==> config.mk <==
export PLATFORM = sky130hd
export DESIGN_NAME = tsm_ctrl
export DESIGN_NICKNAME = d
export VERILOG_FILES = /design/src/design/tsm_pkg.sv /design/src/design/tsm_ctrl.sv
export SDC_FILE = /design/constraint.sdc
export NUM_CORES = 1
export LEC_CHECK = 0
export BUFFER_PORTS_ARGS = -buffer_cell sky130_fd_sc_hd__buf_2
export CAP_MARGIN = 5
export CORE_MARGIN = 4
export CORE_UTILIZATION = 48
export CTS_CLUSTER_DIAMETER = 30
export DETAILED_ROUTE_END_ITERATION = 10
export PLACE_DENSITY = 0.79
export SLEW_MARGIN = 10
export SYNTH_ARGS = -nofsm -noshare
export SYNTH_HDL_FRONTEND = slang
export SYNTH_SLANG_ARGS = --single-unit
==> constraint.sdc <==
create_clock -name clock -period 2.4 [get_ports clock]
set_clock_uncertainty 0.1 [all_clocks]
set_input_delay 0.48 -clock clock [delete_from_list [all_inputs] [get_ports clock]]
set_output_delay 0.48 -clock clock [all_outputs]
set_load 0.02 [all_outputs]
==> src/design/tsm_pkg.sv <==
// Shared types, constants and codes for the tone sequence matcher.
// Used by tsm_ctrl, tsm_datapath and tone_sequence_matcher_unit; no dependencies.
`default_nettype none

package tsm_pkg;

   // sizes fixed by the widths of the word fields
   localparam int FRAME_WINDOW_DEF  = 32;
   localparam int HISTORY_DEPTH_DEF = 64;
   localparam int MAX_SEQ   = 8;
   localparam int MAX_SMP   = 4;
   localparam int MAX_PFR   = 32;
   localparam int FREQS     = 4;
   localparam int SEQ_W     = 3;
   localparam int SMP_W     = 2;
   localparam int PFR_W     = 5;
   localparam int FREQ_W    = 16;
   localparam int DEV_W     = 8;
   localparam int LEN_W     = 6;
   localparam int CNT_W     = 3;
   localparam int OP_W      = 3;
   localparam int CSR_IDX_W = 2;
   localparam int CSR_DAT_W = 8;
   // wide enough for any window or history position plus a sample length
   localparam int CMP_W     = 9;

   localparam logic [DEV_W-1:0] DEV_NONE = 8'hFF;

   // word opcodes
   localparam logic [OP_W-1:0] OP_FRAME  = 3'd0;
   localparam logic [OP_W-1:0] OP_PFREQ  = 3'd1;
   localparam logic [OP_W-1:0] OP_SLEN   = 3'd2;
   localparam logic [OP_W-1:0] OP_SEQCFG = 3'd3;
   localparam logic [OP_W-1:0] OP_ALLOW  = 3'd4;
   localparam logic [OP_W-1:0] OP_CLEAR  = 3'd5;

   // register indexes
   localparam logic [CSR_IDX_W-1:0] CSR_MAX_DEV   = 2'd0;
   localparam logic [CSR_IDX_W-1:0] CSR_ALL_FREQ  = 2'd1;
   localparam logic [CSR_IDX_W-1:0] CSR_SEQ_COUNT = 2'd2;

   typedef struct packed {
      logic             accept;
      logic             best_init;
      logic             dev_zero;
      logic             hist_rd;
      logic             hist_alt;
      logic             h1_eval;
      logic             h2_eval;
      logic             pat_start;
      logic             pat_rd;
      logic             pat_eval;
      logic             smp_done;
      logic             hist_wr;
      logic             finish;
      logic             rsp_load;
      logic [SEQ_W-1:0] seq;
      logic [SMP_W:0]   smp;
      logic [PFR_W-1:0] idx;
      logic [PFR_W-1:0] rd_idx;
   } tsm_cmd_type;

   typedef struct packed {
      logic smp_end;
      logic len_short;
      logic len_zero;
      logic hist_none;
      logic dev_reject;
      logic pat_last;
      logic pat_break;
      logic seq_last;
   } tsm_status_type;

endpackage

`default_nettype wire

==> src/design/tsm_ctrl.sv <==
// Controller: walks sequences, samples and pattern frames for each frame word.
// Depends on tsm_pkg; commands tsm_datapath and owns the result valid flag.
`default_nettype none

module tsm_ctrl import tsm_pkg::*; (
   input  wire logic            clock,
   input  wire logic            reset,
   input  wire logic            req_valid,
   output logic                 req_ready,
   input  wire logic [OP_W-1:0] req_opcode,
   output logic                 rsp_valid,
   input  wire logic            rsp_ready,
   output tsm_cmd_type          cmd,
   input  wire tsm_status_type  status
);

   localparam logic [3:0] S_IDLE    = 4'd0;
   localparam logic [3:0] S_SEQ     = 4'd1;
   localparam logic [3:0] S_SMP     = 4'd2;
   localparam logic [3:0] S_H1      = 4'd3;
   localparam logic [3:0] S_H2      = 4'd4;
   localparam logic [3:0] S_CHK     = 4'd5;
   localparam logic [3:0] S_PAT     = 4'd6;
   localparam logic [3:0] S_SMPEND  = 4'd7;
   localparam logic [3:0] S_SEQEND  = 4'd8;
   localparam logic [3:0] S_FIN     = 4'd9;
   localparam logic [3:0] S_DONE    = 4'd10;

   logic [3:0]       state_ff, state_in;
   logic [SEQ_W-1:0] seq_ff, seq_in;
   logic [SMP_W:0]   smp_ff, smp_in;
   logic [PFR_W-1:0] idx_ff, idx_in;
   logic             rsp_valid_ff, rsp_valid_in;
   logic             accept;

   assign req_ready = state_ff == S_IDLE;
   assign accept    = req_valid && req_ready;
   assign rsp_valid = rsp_valid_ff;

   // next state and commands
   always_comb begin
      state_in   = state_ff;
      seq_in     = seq_ff;
      smp_in     = smp_ff;
      idx_in     = idx_ff;
      cmd        = '0;
      cmd.seq    = seq_ff;
      cmd.smp    = smp_ff;
      cmd.idx    = idx_ff;
      cmd.rd_idx = idx_ff + PFR_W'(1);
      case (state_ff)
         S_IDLE: begin
            cmd.accept = accept;
            seq_in     = '0;
            if (accept) begin
               state_in = (req_opcode == OP_FRAME) ? S_SEQ : S_DONE;
            end
         end
         S_SEQ: begin
            cmd.best_init = 1'b1;
            smp_in        = '0;
            state_in      = S_SMP;
         end
         S_SMP: begin
            if (status.smp_end) begin
               state_in = S_SEQEND;
            end else if (status.len_short) begin
               smp_in = smp_ff + 3'd1;
            end else if (seq_ff == '0) begin
               cmd.dev_zero = 1'b1;
               state_in     = S_CHK;
            end else begin
               cmd.hist_rd = 1'b1;
               state_in    = S_H1;
            end
         end
         S_H1: begin
            cmd.h1_eval = 1'b1;
            if (status.hist_none) begin
               cmd.hist_rd  = 1'b1;
               cmd.hist_alt = 1'b1;
               state_in     = S_H2;
            end else begin
               state_in = S_CHK;
            end
         end
         S_H2: begin
            cmd.h2_eval = 1'b1;
            state_in    = S_CHK;
         end
         S_CHK: begin
            if (status.dev_reject) begin
               smp_in   = smp_ff + 3'd1;
               state_in = S_SMP;
            end else begin
               cmd.pat_start = 1'b1;
               if (status.len_zero) begin
                  state_in = S_SMPEND;
               end else begin
                  cmd.pat_rd = 1'b1;
                  cmd.rd_idx = '0;
                  idx_in     = '0;
                  state_in   = S_PAT;
               end
            end
         end
         S_PAT: begin
            cmd.pat_eval = 1'b1;
            if (status.pat_break || status.pat_last) begin
               state_in = S_SMPEND;
            end else begin
               cmd.pat_rd = 1'b1;
               idx_in     = idx_ff + PFR_W'(1);
            end
         end
         S_SMPEND: begin
            cmd.smp_done = 1'b1;
            smp_in       = smp_ff + 3'd1;
            state_in     = S_SMP;
         end
         S_SEQEND: begin
            cmd.hist_wr = 1'b1;
            if (status.seq_last) begin
               state_in = S_FIN;
            end else begin
               seq_in   = seq_ff + SEQ_W'(1);
               state_in = S_SEQ;
            end
         end
         S_FIN: begin
            cmd.finish = 1'b1;
            state_in   = S_DONE;
         end
         S_DONE: begin
            if (!rsp_valid_ff || rsp_ready) begin
               cmd.rsp_load = 1'b1;
               state_in     = S_IDLE;
            end
         end
         default: begin
            state_in = S_IDLE;
         end
      endcase
   end

   // hold the result word until taken
   always_comb begin
      if (cmd.rsp_load) begin
         rsp_valid_in = 1'b1;
      end else if (rsp_ready) begin
         rsp_valid_in = 1'b0;
      end else begin
         rsp_valid_in = rsp_valid_ff;
      end
   end

   always_ff @(posedge clock) begin
      if (reset) begin
         state_ff     <= S_IDLE;
         seq_ff       <= '0;
         smp_ff       <= '0;
         idx_ff       <= '0;
         rsp_valid_ff <= 1'b0;
      end else begin
         state_ff     <= state_in;
         seq_ff       <= seq_in;
         smp_ff       <= smp_in;
         idx_ff       <= idx_in;
         rsp_valid_ff <= rsp_valid_in;
      end
   end

   a_frame_starts: assert property (@(posedge clock) disable iff (reset)
      (accept && (req_opcode == OP_FRAME)) |=> (state_ff == S_SEQ && seq_ff == '0))
      else $error("frame word did not start at the first sequence");
   a_done_hands_off: assert property (@(posedge clock) disable iff (reset)
      (state_ff == S_DONE && (!rsp_valid_ff || rsp_ready)) |=>
      (state_ff == S_IDLE && rsp_valid_ff))
      else $error("finished word not handed to the output register");
   a_fin_after_last: assert property (@(posedge clock) disable iff (reset)
      (state_ff == S_FIN) |-> $past(state_ff == S_SEQEND && status.seq_last))
      else $error("finish reached without scoring the last sequence");

endmodule

`default_nettype wire

==> After elaboration in Yosys (flattened, before gate mapping) <==
Cells that the tools add are included.
{ "classes": {"n_eq_ne": 21, "mux": 49, "n_reduce_logical": 16, "add_sub_neg": 3} }
{ "ops": {"columns": ["op", "count"], "rows": [
  ["$pmux 4 s10", 1],
  ["$mux 4", 8],
  ["$mux 5", 6],
  ["$mux 1", 19],
  ["$ne 2x2->1 const B", 9],
  ["$eq 4x3->1 const B", 4],
  ["$mux 3", 5],
  ["$eq 4x4->1 const B", 3],
  ["$pmux 3 s4", 1],
  ["$reduce_and 4->1", 3],
  ["$mux 2", 5],
  ["$pmux 5 s2", 1],
  ["$eq 4x2->1 const B", 2],
  ["$add 3x1->3 const B", 2],
  ["$logic_not 3->1", 2],
  ["$pmux 3 s2", 1],
  ["$reduce_bool 2->1", 3],
  ["$add 5x1->5 const B", 1],
  ["$eq 4x1->1 const B", 1],
  ["$logic_not 4->1", 1],
  ["$pmux 1 s2", 2],
  ["$reduce_bool 4->1", 1],
  ["$ne 3x3->1 const B", 1],
  ["$logic_or 1x1->1", 2],
  ["5 further kinds", 5]
]} }
{ "totals": {"ff_bits": 16, "out_inout_bits": 32, "inputBits": 15} }

==> Longest topological paths before layout <==
{ "logic_depth": {"word_depth": 5, "mapped_depth": 6} }

==> Least setup slack after synthesis <==
No wires, ideal clock.
{ "synth_timing": {"path_type": "input-to-output", "from": "in status[7] in the netlist's numbering", "to": "out cmd[26] in the netlist's numbering", "path_buffers": 0, "t_arrival_ns": 1.485, "path_slack_ns": 0.335, "stages": 4, "required_time_ns": 1.820, "cell_sequence": "or3_1 > nor2_1 > a32o_1 > and3_1"} }
{ "synth_lines": {"columns": ["item", "line", "source"], "rows": [
  ["start, declared", "tsm_ctrl.sv:14", "input wire tsm_status_type status"],
  ["end, declared", "tsm_ctrl.sv:13", "output tsm_cmd_type cmd,"]
]} }

==> impl_metrics.json <==
{
  "outcome": "completed",
  "reg2reg_depth": 5,
  "critPathMaxStageDelay_ps": 470,
  "area_delta_synth_final_pct": 30.3,
  "cts.path.max_buffers": 2,
  "powerDensity_mw_per_mm2": 798,
  "pin_count": 47,
  "synth_area_mm2": 0.00117,
  "grt_overflow": 0,
  "ant_nets": 0,
  "vias": 1347,
  "synth_flop_cell": "dfxtp_1",
  "htree_levels": 1,
  "ys_ff_latch": 16,
  "cts_buffers": 3,
  "critPathArrivalTime_ps": 1760,
  "drt_pass1_iterations": 5,
  "synth-async-reset-ratio": 0,
  "yosysWarnings": 0,
  "drt_wl_total_mm": 3.45,
  "dpl.hpwl_mm": 2.65,
  "initial_core_util": 0.517,
  "hold_viol": 0,
  "cts_root_buf": "clkbuf_4",
  "place.gp.congestion": 0.935,
  "grt_pass1_vias": 1228,
  "min_delay_path_depth": 2,
  "cts_tree": "yes",
  "worst_slew_pin_slew_ps": 411,
  "p_total_w": 0.00121,
  "path_max_fanout": 15,
  "finalCriticalPeriod_ps": 2340,
  "nNetsFinal": 222,
  "numPortBuffers": 46,
  "drive_above_1_share": 0.347,
  "cts_sinks": 16,
  "via_per_inst": 5.86,
  "core_mm2": 0.00225,
  "finalMaxSlewViolations": 0,
  "ys_top_cells_by_area": "dfxtp_1 (27%), nand2b_1 (5.4%), ha_1 (4.3%), nor3_1 (3.9%), nor2_1 (3.9%)",
  "wire_per_inst_um": 15.0,
  "drt-initial-drc-count": 60,
  "clk_latency_ps": 300,
  "min_period_over_period": 0.976,
  "critPathTopFamily": "simple AND/OR/NAND/NOR gates",
  "synth.distinct_cells": 46,
  "cts_setup_buffers": 0,
  "drc_errors": 0,
  "grt_usage": 0.213,
  "synth.avg_cell_area_um2": 7.57,
  "cap_violations": 0,
  "startpoint_type": "flop",
  "crit_type": "reg -> out",
  "yosys.area.top_type": "dfxtp_1",
  "synthMostInstantiatedCell": "dfxtp_1",
  "syn_nets": 173,
  "grt_pass1_wl_mm": 5.64,
  "netlist_instances": 154,
  "die-height_um": 57.3,
  "synth_commonest_cells": "dfxtp_1 (16), nor2_1 (12), inv_1 (10), nand2b_1 (10)",
  "cp_cell_sequence": "nand2b_2, or4_4, and2_1, buf_2",
  "leakagePower_nw": 0.677,
  "peakVddDrop_mv": 0.549,
  "fill_cells": 215,
  "critPathRequiredTime_ps": 1820,
  "dieArea_mm2": 0.00328,
  "num_rows": 17,
  "cp-end-kind": "output pin",
  "grt_setup_unrepaired": "false",
  "finalSetupViolCount": 0,
  "finalNonFillerCells": 230,
  "place_inst": 226,
  "diodes": 0,
  "cp_slowest_cell": "or4_4",
  "grt_max_degree": 19,
  "die_w_um": 57.3,
  "antenna_found_initial": 0,
  "fin_setup_tns_ps": 0,
  "clk_pin_slew_ps": 110,
  "max_clock_freq_mhz": 427,
  "synth_edf_count": 0,
  "min_path_type": "reg -> reg",
  "slew_headroom": 0.724,
  "ys_seq_area_frac": 0.275,
  "ctsHoldBuffers": 0,
  "cp.depth": 4,
  "cp.buffers_inverters": 1,
  "synth_top_area_frac": 0.275
}
registers in the layout, indices dropped and copies added, names as in the netlist:
register,count
idx_ff,5
rsp_valid,1
seq_ff,3
smp_ff,3
state_ff,4
worst min-delay path: cells and delay by family (launching register included):
kind,cells,cell delay [ps]
flops,1,340
mux,1,60
simple gates,1,60
cells in the final DEF, fill, tap and decap left out, types with 2 or more instances in the layout:
cell      netlist  final
buf_2           2     46
nor4_1          2      2
o21ai_0         5      5
nor2_1         12     11
a211oi_1        3      3
a21oi_1         8      8
nor3_1          9      9
nand2_1         9      8
inv_1          10     10
and2_1          4      4
nor2b_1         5      5
o22ai_1         2      2
buf_4           1      9
xor2_1          3      3
clkbuf_4        0      3
o32ai_1         3      3
or3_1           3      2
dfxtp_1        16     13
a311oi_1        3      3
nand2b_1       10      9
ha_1            4      4
dfxtp_2         0      3
nand3_1         5      5
xnor2_1         2      2
a41oi_1         2      2
kinds of logic after synthesis:
kind of cell | synth area share
AO/OA/AOI/OAI | 0.235
flip-flops | 0.275
adder cells (fa/ha/maj) | 0.0429
buffers and inverters | 0.0730
multiplexers | 0.00858
AND/OR/NAND/NOR | 0.328
XOR/XNOR | 0.0376
path summary, 6_finish.rpt:
path | start | to | slack [ps]
max reg2reg | state_ff[1]$_SDFFE_PP0P_ | idx_ff[4]$_SDFFE_PP0P_ | 450
max | state_ff[1]$_SDFFE_PP0P_ | cmd[1] | 60
min reg2reg | smp_ff[2]$_SDFFE_PP0P_ | smp_ff[2]$_SDFFE_PP0P_ | 390
min | smp_ff[2]$_SDFFE_PP0P_ | smp_ff[2]$_SDFFE_PP0P_ | 390
power breakdown:
part           leakage, nW  internal [W]  switching [W]
Combinational        0.525      0.000268       0.000382
Sequential           0.131      0.000301      0.0000702
Clock               0.0210     0.0000925      0.0000975
Total                0.677      0.000662       0.000550
cell type report:
cell class	count	area [um^2]	area share
clock buffer	4	36.3	0.0239
timing repair buffer	55	298	0.196
inverter	10	37.5	0.0247
sequential	16	324	0.213
multi-input combinational	117	788	0.519
tap	28	35.0	0.0231
repair_timing:
action,in CTS,in global routing
cloned,0,0
setup endpoints to repair,3,4
pin swaps,0,0
gates resized for setup,3,7
per-layer routing:
layer | share of wire | wire length [um] | GRT usage | vias up
li1 | - | - | - | 660
met1 | 0.42 | 1430 | 0.287 | 607
met2 | 0.48 | 1640 | 0.346 | 78
met3 | 0.10 | 360 | 0.0543 | 2
met4 | 0.0041 | 14 | 0.0397 | 0
met5 | 0 | 0 | 0 | -
stage by stage:
| step | hold slack [ps] | utilization | cell area, um^2 | setup WS [ps] |
|---|---|---|---|---|
| floorplan | 439 | - | 1170 | 335 |
| global placement | 351 | 0.644 | 1450 | 168 |
| detailed placement | 378 | 0.644 | 1450 | 156 |
| CTS | 395 | 0.662 | 1490 | 3.03 |
| global route | 413 | 0.674 | 1520 | 10.7 |
| finish | 389 | 0.674 | 1520 | 58.0 |
Note: power is estimated with default switching activity, not from simulation.
